File: src/gnci_pkg.sv
// Types, constants and register codes of the grid neighbor cell index block.
package gnci_pkg;

  localparam int MAX_CELLS_PER_AXIS_DEF = 64;
  localparam int CELL_W   = 18;
  localparam int CFG_W    = 31;
  localparam int CPA_W    = 7;
  localparam int POS_W    = 32;
  localparam int NUM_POS  = 27;
  localparam int PADDR_W  = 5;
  localparam int PDATA_W  = 32;
  localparam int QUEUE_DEPTH = 2;

  // One world unit in Q16.16, at the width of an offset position.
  localparam logic signed [33:0] ONE_UNIT = 34'sd65536;

  localparam logic [2:0] REG_WORLD_X = 3'd0;
  localparam logic [2:0] REG_WORLD_Y = 3'd1;
  localparam logic [2:0] REG_WORLD_Z = 3'd2;
  localparam logic [2:0] REG_CELL_X  = 3'd3;
  localparam logic [2:0] REG_CELL_Y  = 3'd4;
  localparam logic [2:0] REG_CELL_Z  = 3'd5;
  localparam logic [2:0] REG_CELLS   = 3'd6;

  localparam logic [CFG_W-1:0] WORLD_RESET = 31'd4194304;
  localparam logic [CFG_W-1:0] CELL_RESET  = 31'd262144;
  localparam logic [CPA_W-1:0] CELLS_RESET = 7'd16;

  typedef struct packed {
    logic signed [POS_W-1:0] pos_x;
    logic signed [POS_W-1:0] pos_y;
    logic signed [POS_W-1:0] pos_z;
  } gnci_query_t;

  typedef struct packed {
    logic [CELL_W-1:0] cell_number;
    logic              last_of_run;
  } gnci_result_t;

  // Index 0 is x, 1 is y, 2 is z.
  typedef struct packed {
    logic [2:0][CFG_W-1:0] world;
    logic [2:0][CFG_W-1:0] cell_size;
    logic [CPA_W-1:0]      cells_per_axis;
  } gnci_cfg_t;

  // One classified query: which of the 27 neighbors are in range and the
  // per-axis index terms, x already times n*n and y times n.
  typedef struct packed {
    logic [NUM_POS-1:0]     mask;
    logic [2:0][CELL_W-1:0] tx;
    logic [2:0][CELL_W-1:0] ty;
    logic [2:0][CELL_W-1:0] tz;
  } gnci_entry_t;

  typedef enum logic [2:0] {
    F_IDLE,
    F_DIV,
    F_MUL1,
    F_MUL2,
    F_PUSH
  } gnci_fstate_t;

endpackage

File: src/gnci_div.sv
// One lane of the saturating restoring divider, one quotient bit per step.
module gnci_div #(
  parameter int QW = $clog2(gnci_pkg::MAX_CELLS_PER_AXIS_DEF)
) (
  input  logic                       clk,
  input  logic                       start,
  input  logic                       step,
  input  logic [gnci_pkg::CFG_W-1:0] num,
  input  logic [gnci_pkg::CFG_W-1:0] den,
  output logic [QW:0]                quo
);
  import gnci_pkg::*;

  localparam int DW = CFG_W + QW;

  logic [CFG_W-1:0] rem;
  logic [DW-1:0]    dsh;
  logic [DW-1:0]    rem_ext;
  logic [DW-1:0]    diff;
  logic             ge;

  assign rem_ext = DW'(rem);
  assign ge      = rem_ext >= dsh;
  assign diff    = rem_ext - dsh;

  // Top quotient bit set means the quotient is at least 2**QW: caller
  // saturates. A zero divisor sets every bit, which saturates too.
  always_ff @(posedge clk) begin
    if (start) begin
      rem <= num;
      dsh <= {den, {QW{1'b0}}};
      quo <= '0;
    end else if (step) begin
      if (ge) begin
        rem <= diff[CFG_W-1:0];
      end
      dsh <= dsh >> 1;
      quo <= {quo[QW-1:0], ge};
    end
  end

endmodule

File: src/gnci_fifo.sv
// Short queue of classified queries between the front and back parts.
module gnci_fifo (
  input  logic                  clk,
  input  logic                  rst,
  input  logic                  push,
  input  gnci_pkg::gnci_entry_t push_data,
  output logic                  full,
  input  logic                  pop,
  output gnci_pkg::gnci_entry_t head,
  output logic                  empty
);
  import gnci_pkg::*;

  localparam int DEPTH = QUEUE_DEPTH;
  localparam int AW    = (DEPTH > 1) ? $clog2(DEPTH) : 1;
  localparam int CNTW  = $clog2(DEPTH + 1);

  gnci_entry_t         entries [DEPTH];
  logic [AW-1:0]       wptr;
  logic [AW-1:0]       rptr;
  logic [CNTW-1:0]     count;

  assign full  = count == CNTW'(DEPTH);
  assign empty = count == '0;
  assign head  = entries[rptr];

  always_ff @(posedge clk) begin
    if (rst) begin
      wptr  <= '0;
      rptr  <= '0;
      count <= '0;
    end else begin
      if (push) begin
        wptr <= (wptr == AW'(DEPTH - 1)) ? '0 : wptr + 1'b1;
      end
      if (pop) begin
        rptr <= (rptr == AW'(DEPTH - 1)) ? '0 : rptr + 1'b1;
      end
      if (push && !pop) begin
        count <= count + 1'b1;
      end else if (pop && !push) begin
        count <= count - 1'b1;
      end
    end
  end

  always_ff @(posedge clk) begin
    if (push) begin
      entries[wptr] <= push_data;
    end
  end

endmodule

File: src/gnci_front.sv
// Front part: takes a query, range-checks the nine offset coordinates,
// divides them into cell numbers and forms the index terms.
module gnci_front #(
  parameter int MAX_CELLS = gnci_pkg::MAX_CELLS_PER_AXIS_DEF
) (
  input  logic                  clk,
  input  logic                  rst,
  input  gnci_pkg::gnci_cfg_t   cfg,
  input  logic                  req_valid,
  output logic                  req_stall,
  input  gnci_pkg::gnci_query_t req_data,
  output logic                  push,
  output gnci_pkg::gnci_entry_t push_data,
  input  logic                  full
);
  import gnci_pkg::*;

  localparam int QW   = $clog2(MAX_CELLS);
  localparam int NW   = $clog2(MAX_CELLS + 1);
  localparam int CW   = (NW > CPA_W) ? NW : CPA_W;
  localparam int SCW  = $clog2(QW + 2);
  localparam int PW1  = QW + NW;
  localparam int PWX  = (PW1 + NW > CELL_W) ? PW1 + NW : CELL_W;

  gnci_fstate_t           state, state_next;
  logic [SCW-1:0]         cnt;
  logic                   accept;
  logic                   step;

  logic [CW-1:0]          n_wide;
  logic [NW-1:0]          n;
  logic [QW-1:0]          nm1;

  logic [2:0][POS_W-1:0]  pos;
  logic [8:0]             in_range;
  logic [8:0][CFG_W-1:0]  num;
  logic [8:0][QW:0]       qx;
  logic [8:0][QW-1:0]     cq;
  logic [8:0]             vld;

  logic [2:0][PW1-1:0]    xn;
  logic [2:0][CELL_W-1:0] xt;
  logic [2:0][CELL_W-1:0] yt;
  logic [2:0][CELL_W-1:0] zt;
  logic [2:0][PWX-1:0]    prod_x;
  logic [2:0][PWX-1:0]    prod_y;

  // cells_per_axis: zero acts as one, large values clamp to the maximum
  always_comb begin
    if (cfg.cells_per_axis == '0) begin
      n_wide = CW'(1);
    end else if (CW'(cfg.cells_per_axis) > CW'(MAX_CELLS)) begin
      n_wide = CW'(MAX_CELLS);
    end else begin
      n_wide = CW'(cfg.cells_per_axis);
    end
  end
  assign n   = n_wide[NW-1:0];
  assign nm1 = QW'(n - 1'b1);

  assign pos = {req_data.pos_z, req_data.pos_y, req_data.pos_x};

  // Lane l handles axis l/3 at offset (l%3)-1 world units.
  for (genvar l = 0; l < 9; l++) begin : g_lane
    localparam int A = l / 3;
    localparam int D = l % 3;
    localparam logic signed [33:0] OFFS =
      (D == 0) ? -ONE_UNIT : ((D == 2) ? ONE_UNIT : 34'sd0);

    logic [33:0] c;

    assign c = {{2{pos[A][POS_W-1]}}, pos[A]} + OFFS;
    assign in_range[l] = !c[33] && (c[32:0] < 33'(cfg.world[A]));
    assign num[l] = c[CFG_W-1:0];

    gnci_div #(.QW(QW)) u_div (
      .clk   (clk),
      .start (accept),
      .step  (step),
      .num   (num[l]),
      .den   (cfg.cell_size[A]),
      .quo   (qx[l])
    );

    assign cq[l] = (qx[l][QW] || (qx[l][QW-1:0] > nm1)) ? nm1 : qx[l][QW-1:0];
  end

  always_comb begin
    for (int i = 0; i < 3; i++) begin
      prod_x[i] = PWX'(xn[i]) * PWX'(n);
      prod_y[i] = PWX'(cq[3 + i]) * PWX'(n);
    end
  end

  always_comb begin
    push_data.tx = xt;
    push_data.ty = yt;
    push_data.tz = zt;
    for (int i = 0; i < 3; i++) begin
      for (int j = 0; j < 3; j++) begin
        for (int k = 0; k < 3; k++) begin
          push_data.mask[i*9 + j*3 + k] = vld[i] & vld[3 + j] & vld[6 + k];
        end
      end
    end
  end

  always_ff @(posedge clk) begin
    if (rst) begin
      state <= F_IDLE;
      cnt   <= '0;
    end else begin
      state <= state_next;
      if (accept) begin
        cnt <= '0;
      end else if (step) begin
        cnt <= cnt + 1'b1;
      end
    end
  end

  always_comb begin
    state_next = state;
    accept     = 1'b0;
    step       = 1'b0;
    push       = 1'b0;
    req_stall  = 1'b1;
    case (state)
      F_IDLE: begin
        req_stall = 1'b0;
        if (req_valid) begin
          accept     = 1'b1;
          state_next = F_DIV;
        end
      end
      F_DIV: begin
        step = 1'b1;
        if (cnt == SCW'(QW)) begin
          state_next = F_MUL1;
        end
      end
      F_MUL1: begin
        state_next = F_MUL2;
      end
      F_MUL2: begin
        state_next = F_PUSH;
      end
      F_PUSH: begin
        // the next query may start while this one is handed over
        if (!full) begin
          push      = 1'b1;
          req_stall = 1'b0;
          if (req_valid) begin
            accept     = 1'b1;
            state_next = F_DIV;
          end else begin
            state_next = F_IDLE;
          end
        end
      end
      default: begin
        state_next = F_IDLE;
      end
    endcase
  end

  always_ff @(posedge clk) begin
    if (accept) begin
      vld <= in_range;
    end
    if (state == F_MUL1) begin
      for (int i = 0; i < 3; i++) begin
        xn[i] <= PW1'(cq[i]) * PW1'(n);
        yt[i] <= prod_y[i][CELL_W-1:0];
        zt[i] <= CELL_W'(cq[6 + i]);
      end
    end
    if (state == F_MUL2) begin
      for (int i = 0; i < 3; i++) begin
        xt[i] <= prod_x[i][CELL_W-1:0];
      end
    end
  end

endmodule

File: src/gnci_back.sv
// Back part: walks the in-range neighbors of one query and emits their indices.
module gnci_back (
  input  logic                   clk,
  input  logic                   rst,
  input  gnci_pkg::gnci_entry_t  head,
  input  logic                   empty,
  output logic                   pop,
  output logic                   rsp_valid,
  input  logic                   rsp_stall,
  output gnci_pkg::gnci_result_t rsp_data
);
  import gnci_pkg::*;

  logic [NUM_POS-1:0]     rem;
  logic [NUM_POS-1:0]     low;
  logic [2:0][CELL_W-1:0] tx;
  logic [2:0][CELL_W-1:0] ty;
  logic [2:0][CELL_W-1:0] tz;
  logic [4:0]             pos;
  logic [4:0]             r9;
  logic [1:0]             xi;
  logic [1:0]             yi;
  logic [1:0]             zi;
  logic                   slot_free;
  logic                   emit;
  logic                   last;
  logic                   done;

  assign slot_free = !rsp_valid || !rsp_stall;
  assign emit      = (|rem) && slot_free;
  assign low       = rem & (~rem + 1'b1);
  assign last      = (rem & ~low) == '0;
  // a query with no neighbor in range is dropped as soon as it is popped
  assign done      = !(|rem) || (emit && last);
  assign pop       = done && !empty;

  always_comb begin
    pos = '0;
    for (int b = NUM_POS - 1; b >= 0; b--) begin
      if (rem[b]) begin
        pos = 5'(b);
      end
    end
  end

  // position is x*9 + y*3 + z
  always_comb begin
    if (pos >= 5'd18) begin
      xi = 2'd2;
      r9 = pos - 5'd18;
    end else if (pos >= 5'd9) begin
      xi = 2'd1;
      r9 = pos - 5'd9;
    end else begin
      xi = 2'd0;
      r9 = pos;
    end
    if (r9 >= 5'd6) begin
      yi = 2'd2;
      zi = 2'(r9 - 5'd6);
    end else if (r9 >= 5'd3) begin
      yi = 2'd1;
      zi = 2'(r9 - 5'd3);
    end else begin
      yi = 2'd0;
      zi = 2'(r9);
    end
  end

  always_ff @(posedge clk) begin
    if (rst) begin
      rem       <= '0;
      rsp_valid <= 1'b0;
    end else begin
      if (pop) begin
        rem <= head.mask;
      end else if (emit) begin
        rem <= rem & ~low;
      end
      if (slot_free) begin
        rsp_valid <= emit;
      end
    end
  end

  always_ff @(posedge clk) begin
    if (pop) begin
      tx <= head.tx;
      ty <= head.ty;
      tz <= head.tz;
    end
    if (emit) begin
      rsp_data.cell_number <= tx[xi] + ty[yi] + tz[zi];
      rsp_data.last_of_run <= last;
    end
  end

endmodule

File: src/grid_neighbor_cell_indices.sv
// Top level of the 3-D uniform grid neighbor cell index generator.
// Each query point (signed Q16.16 per axis) yields the linear cell index of
// every in-range point among its 27 neighbors at -1, 0, +1 world unit per
// axis, x outermost and z innermost, with the last index of a query flagged;
// a query with no neighbor in range yields nothing. The front part divides
// each query in the nine saturating divider lanes, which make one quotient
// bit per cycle of a Q+1 bit quotient, Q = clog2(MAX_CELLS_PER_AXIS) (6 at
// the default), then forms the index terms in its multiply states before the
// queue handoff. The back part emits one index per cycle into a registered
// output while it is not stalled; the front may start the next query while
// the last one is handed over. A two-entry queue between the parts lets the
// front take new queries while results wait. Registers sit at byte address
// 4*i in the order world size x/y/z, cell size x/y/z, cells per axis; write
// them only while the block is idle.
module grid_neighbor_cell_indices #(
  parameter int MAX_CELLS_PER_AXIS = gnci_pkg::MAX_CELLS_PER_AXIS_DEF
) (
  input  logic                           clk,
  input  logic                           rst,
  input  logic                           psel,
  input  logic                           penable,
  input  logic                           pwrite,
  input  logic [gnci_pkg::PADDR_W-1:0]   paddr,
  input  logic [gnci_pkg::PDATA_W-1:0]   pwdata,
  output logic [gnci_pkg::PDATA_W-1:0]   prdata,
  output logic                           pready,
  input  logic                           req_valid,
  output logic                           req_stall,
  input  gnci_pkg::gnci_query_t          req_data,
  output logic                           rsp_valid,
  input  logic                           rsp_stall,
  output gnci_pkg::gnci_result_t         rsp_data
);
  import gnci_pkg::*;

  gnci_cfg_t   cfg;
  logic [2:0]  reg_idx;
  logic        wr;
  logic        push;
  logic        full;
  logic        pop;
  logic        empty;
  gnci_entry_t push_data;
  gnci_entry_t head;

  assign pready  = 1'b1;
  assign reg_idx = paddr[PADDR_W-1:2];
  assign wr      = psel && penable && pwrite;

  always_ff @(posedge clk) begin
    if (rst) begin
      cfg.world          <= {3{WORLD_RESET}};
      cfg.cell_size      <= {3{CELL_RESET}};
      cfg.cells_per_axis <= CELLS_RESET;
    end else if (wr) begin
      case (reg_idx)
        REG_WORLD_X: cfg.world[0]       <= pwdata[CFG_W-1:0];
        REG_WORLD_Y: cfg.world[1]       <= pwdata[CFG_W-1:0];
        REG_WORLD_Z: cfg.world[2]       <= pwdata[CFG_W-1:0];
        REG_CELL_X:  cfg.cell_size[0]   <= pwdata[CFG_W-1:0];
        REG_CELL_Y:  cfg.cell_size[1]   <= pwdata[CFG_W-1:0];
        REG_CELL_Z:  cfg.cell_size[2]   <= pwdata[CFG_W-1:0];
        REG_CELLS:   cfg.cells_per_axis <= pwdata[CPA_W-1:0];
        default: begin
        end
      endcase
    end
  end

  always_comb begin
    case (reg_idx)
      REG_WORLD_X: prdata = PDATA_W'(cfg.world[0]);
      REG_WORLD_Y: prdata = PDATA_W'(cfg.world[1]);
      REG_WORLD_Z: prdata = PDATA_W'(cfg.world[2]);
      REG_CELL_X:  prdata = PDATA_W'(cfg.cell_size[0]);
      REG_CELL_Y:  prdata = PDATA_W'(cfg.cell_size[1]);
      REG_CELL_Z:  prdata = PDATA_W'(cfg.cell_size[2]);
      REG_CELLS:   prdata = PDATA_W'(cfg.cells_per_axis);
      default:     prdata = '0;
    endcase
  end

  gnci_front #(.MAX_CELLS(MAX_CELLS_PER_AXIS)) u_front (
    .clk       (clk),
    .rst       (rst),
    .cfg       (cfg),
    .req_valid (req_valid),
    .req_stall (req_stall),
    .req_data  (req_data),
    .push      (push),
    .push_data (push_data),
    .full      (full)
  );

  gnci_fifo u_fifo (
    .clk       (clk),
    .rst       (rst),
    .push      (push),
    .push_data (push_data),
    .full      (full),
    .pop       (pop),
    .head      (head),
    .empty     (empty)
  );

  gnci_back u_back (
    .clk       (clk),
    .rst       (rst),
    .head      (head),
    .empty     (empty),
    .pop       (pop),
    .rsp_valid (rsp_valid),
    .rsp_stall (rsp_stall),
    .rsp_data  (rsp_data)
  );

endmodule

File: config.mk
export PLATFORM = sky130hd
export DESIGN_NAME = grid_neighbor_cell_indices
export DESIGN_NICKNAME = d
export VERILOG_FILES = /design/src/gnci_pkg.sv /design/src/gnci_div.sv /design/src/gnci_fifo.sv /design/src/gnci_front.sv /design/src/gnci_back.sv /design/src/grid_neighbor_cell_indices.sv
export SDC_FILE = /design/constraint.sdc
export NUM_CORES = 2
export LEC_CHECK = 0
export BUFFER_PORTS_ARGS = -buffer_cell sky130_fd_sc_hd__buf_4
export CORE_ASPECT_RATIO = 0.9
export CORE_UTILIZATION = 45
export DETAILED_ROUTE_END_ITERATION = 12
export GPL_TIMING_DRIVEN = 0
export HOLD_SLACK_MARGIN = 0.08
export PLACE_DENSITY = 0.64
export SYNTH_ARGS = -nofsm -noshare
export SYNTH_HDL_FRONTEND = slang
export SYNTH_SLANG_ARGS = --single-unit
File: constraint.sdc
create_clock -name clk -period 20.7 [get_ports clk]
set_input_delay 3.105 -clock clk [delete_from_list [all_inputs] [get_ports clk]]
set_output_delay 3.105 -clock clk [all_outputs]
set_load 0.005 [all_outputs]
==> impl_results.md <==
* Syn Nets at 9,710
* Unrepaired setup endpoints after global routing: false
* Sequential cell area at 34,400 um^2
* Total length of routed wires at 291 mm
* Placer Congestion at 1.02
* Multi-input logic area at 45,900 um^2
* Setup TNS at 0 ns
* Crit path capture type: register
* Vias in the first global route at 64.0k
* Core area at 186,000 um^2
* Relative slew slack at -0.413%
* # nets final at 10.1k
* Final HPWL DP at 230 mm
* Most common cell after layout, fill and taps aside: nand2_1
* Post-synthesis compound-gate area fraction at 14.6%
* Yosys warnings at 0
* Final Hold Fails at 0
* Drt drc at 0
* PnR worst setup slack at 9.56 ns
* P&R area growth vs syn at 11.5%
* Most frequent cells in the layout: nand2_1 (1,261), edfxtp_1 (937), ha_1 (765)
* Top cell by count, worst path: nor2_1
* Crit path kind: reg2reg
* Ys flop type: edfxtp_1
* Type of the worst min-delay path: reg2reg
* Measured slew at the worst slew-check pin at 1.51 ns
* Initial antenna violation count at 19
* WL per Instance at 25.5 um
* Mux cell area share after synthesis at 3.15%
* Die area at 188,000 um^2
* Violated checks: capacitance limit, slew limit
* Layout cells sized above 1 at 7.70%
* Peak supply drop at 776 uV
* Synthesized instance count at 8,504
* TritonCTS clock tree: built
* Clock latency on the worst-skew pair at 0.83 ns
* Startpoint types: register
* First-pass GRT wire length at 422 mm
* Vias per cell at 5.93
* GR Overflow Total at 0
* Worst path slowest cell: clkbuf_1
* Detail Route Antenna Nets at 0
* Die Height at 412 um
* Row count at 150
* Period Utilization, post-route at 53.8%
* CP required at 21.21 ns
* CTS Buf Count at 140
* Starting density of the core at 45.3%
* Min cycle time layout at 11.14 ns
* CTS Hold Bufs at 0
* Dpl ws at 9.87 ns
* Fillcell total at 16.9k
* Synth unique cells at 103
* 1st-iter DRT viols at 7,509
* # H-tree levels at 4
* CP peak stage delay at 0.68 ns
* Final setup violation count at 0
* Clk root buf: clkbuf_16
* Largest net degree at the start of global routing at 79
* Adder-Cell Fraction of Synth Area at 18.6%
* PortBufs at 186
* Max-Cap Viols at 1
* Data arrival time of the worst path at 11.66 ns
* Post-Synth Simple-Gate Area at 14.0%
* Status: complete, but fails checks
* IO Pins at 194
* Skew final at 0.0554 ns
* P_leak at 37.7 nW
* Number of synthesized flops with an enable pin at 937
* Syn avg cell area at 9.88 um^2
* Setup Buffers After CTS at 0
* Clock Sinks at 1,250
* DR pass1 iterations at 6
* Clk slew on worst S/H paths at 0.06 ns
* Post-synthesis register bit count at 1,250
* Post-CTS sizing at 0
* Routed vias at 67.7k
* Xor/xnor share of the synthesized area at 4.25%
* CP max FO at 19
* Sequential fraction of the synthesis area at 41.0%
* FMAX at 89.7 MHz
* Async SR Flop Fraction at 0%
* Main combinational cell family by area after synthesis: adder cells
* CTS max path bufs at 3
* All-Layer GR Usage at 30.4%
* Max-slew violation count at 10
* P per Cell Area at 198 nW/um^2
* Die width at 457 um
* Syn Std Cell Area at 84,000 um^2
-- final timing paths --
check                              start                     to  slack (ns)  cells past startpoint
setup / recovery                  cfg[4]  u_front.push_data[84]        9.56                     36
hold / removal    u_front.push_data[132]  u_fifo.entries[1][81]        0.42                      0
setup reg to reg                  cfg[4]  u_front.push_data[84]        9.56                     36
hold reg to reg   u_front.push_data[132]  u_fifo.entries[1][81]        0.42                      0
-- cell type report --
class	count	area share (%)
Antenna cell	13	0.0347
Buffer	334	1.41
Sequential cell	1250	36.7
Clock buffer	191	4.20
Timing Repair Buffer	215	2.00
Tap cell	2432	3.25
Clock inverter	66	0.791
Multi-Input combinational cell	6268	49.0
Inverter	652	2.62
-- stage by stage --
step	power, W	hold slack (ns)	instance area, um^2	instances	utilization, %
6_report	0.0186	0.418	93700	11421	50.5
5_1_grt	0.0201	0.419	93700	11415	50.5
4_1_cts	0.0187	0.410	93600	11407	50.4
3_5_place_dp	0.0160	0.429	89000	11150	47.9
3_3_place_gp	0.0158	0.424	88400	11122	47.6
2_1_floorplan	0.0128	0.421	84000	8504	-
-- synthesized netlist by cell type (22+ instances only) --
cell type  instances  area share [%]
a211o_1           24            0.25
a211oi_1          36            0.32
a21o_1           182             1.6
a21oi_1          661             3.9
a22oi_1           97            0.87
a31oi_1           48            0.36
and2_1           165             1.2
and3_1            77            0.57
buf_1             26            0.12
clkbuf_1         295             1.3
dfxtp_1          313             7.5
edfxtp_1         937              33
fa_1             301             7.2
ha_1             765              11
inv_1            649             2.9
mux2_2           160             2.1
mux2i_1           84             1.0
nand2_1         1264             5.6
nand2b_1          76            0.57
nand3_1          126            0.75
nand4_1           77            0.57
nor2_1           425             1.9
nor2b_1           80            0.60
nor3_1            87            0.52
nor4_1            36            0.27
o21a_1            98            0.88
o21ai_0          499             3.0
o21bai_1          76            0.68
o31ai_1           52            0.46
o41ai_1           22            0.23
or2_2             33            0.25
or3_1             30            0.22
xnor2_1          245             2.6
xor2_1           161             1.7
-- cell families (layout without fill, tap and decap cells) --
family / after synthesis / count (layout)
AOI/OAI and AO/OA: 1990 / 1990
xor gates and xnor gates: 407 / 407
adders and majority gates: 1067 / 1067
buffers and inverters: 986 / 1458
DFF: 1250 / 1250
muxes: 244 / 244
other: 2 / 15
and+or+nand+nor: 2558 / 2558
-- registers in the layout, summed over array words and instances, names as in the netlist, 2 cells and up, named ones only --
name / count
u_front.push_data: 111
u_back.ty: 39
cfg: 193
u_back.tz: 18
u_front.g_lane.u_div.quo: 63
u_front.vld: 9
u_back.tx: 54
u_fifo.entries: 276
u_fifo.count: 2
u_front.state: 3
u_front.g_lane.u_div.dsh: 111
u_front.xn: 39
u_back.rsp_data: 19
u_front.cnt: 3
u_front.g_lane.u_div.rem: 279
u_back.rem: 27
-- metal layers --
metal | routed length, um | GRT usage, %
met5 | 13 | 0
met4 | 12100 | 11.8
met3 | 24600 | 5.38
met2 | 122000 | 44.5
met1 | 132000 | 44.2
-- worst max-delay path, delay by kind of cell (launching register included) --
kind,cells,cell delay [ns]
buffers and inverters,7,2.90
multiplexers,1,0.48
AO/OA/AOI/OAI,12,1.76
AND/OR/NAND/NOR,8,1.62
adder cells (fa/ha/maj),6,2.81
XOR/XNOR,2,0.81
flip-flops,1,0.44
-- power by group --
group | switching, W | total, W | internal [W]
clock | 0.00112 | 0.00255 | 0.00144
combinational | 0.00730 | 0.0122 | 0.00488
sequential | 0.000134 | 0.00385 | 0.00372
No activity file was read; power rests on OpenSTA's default activity.
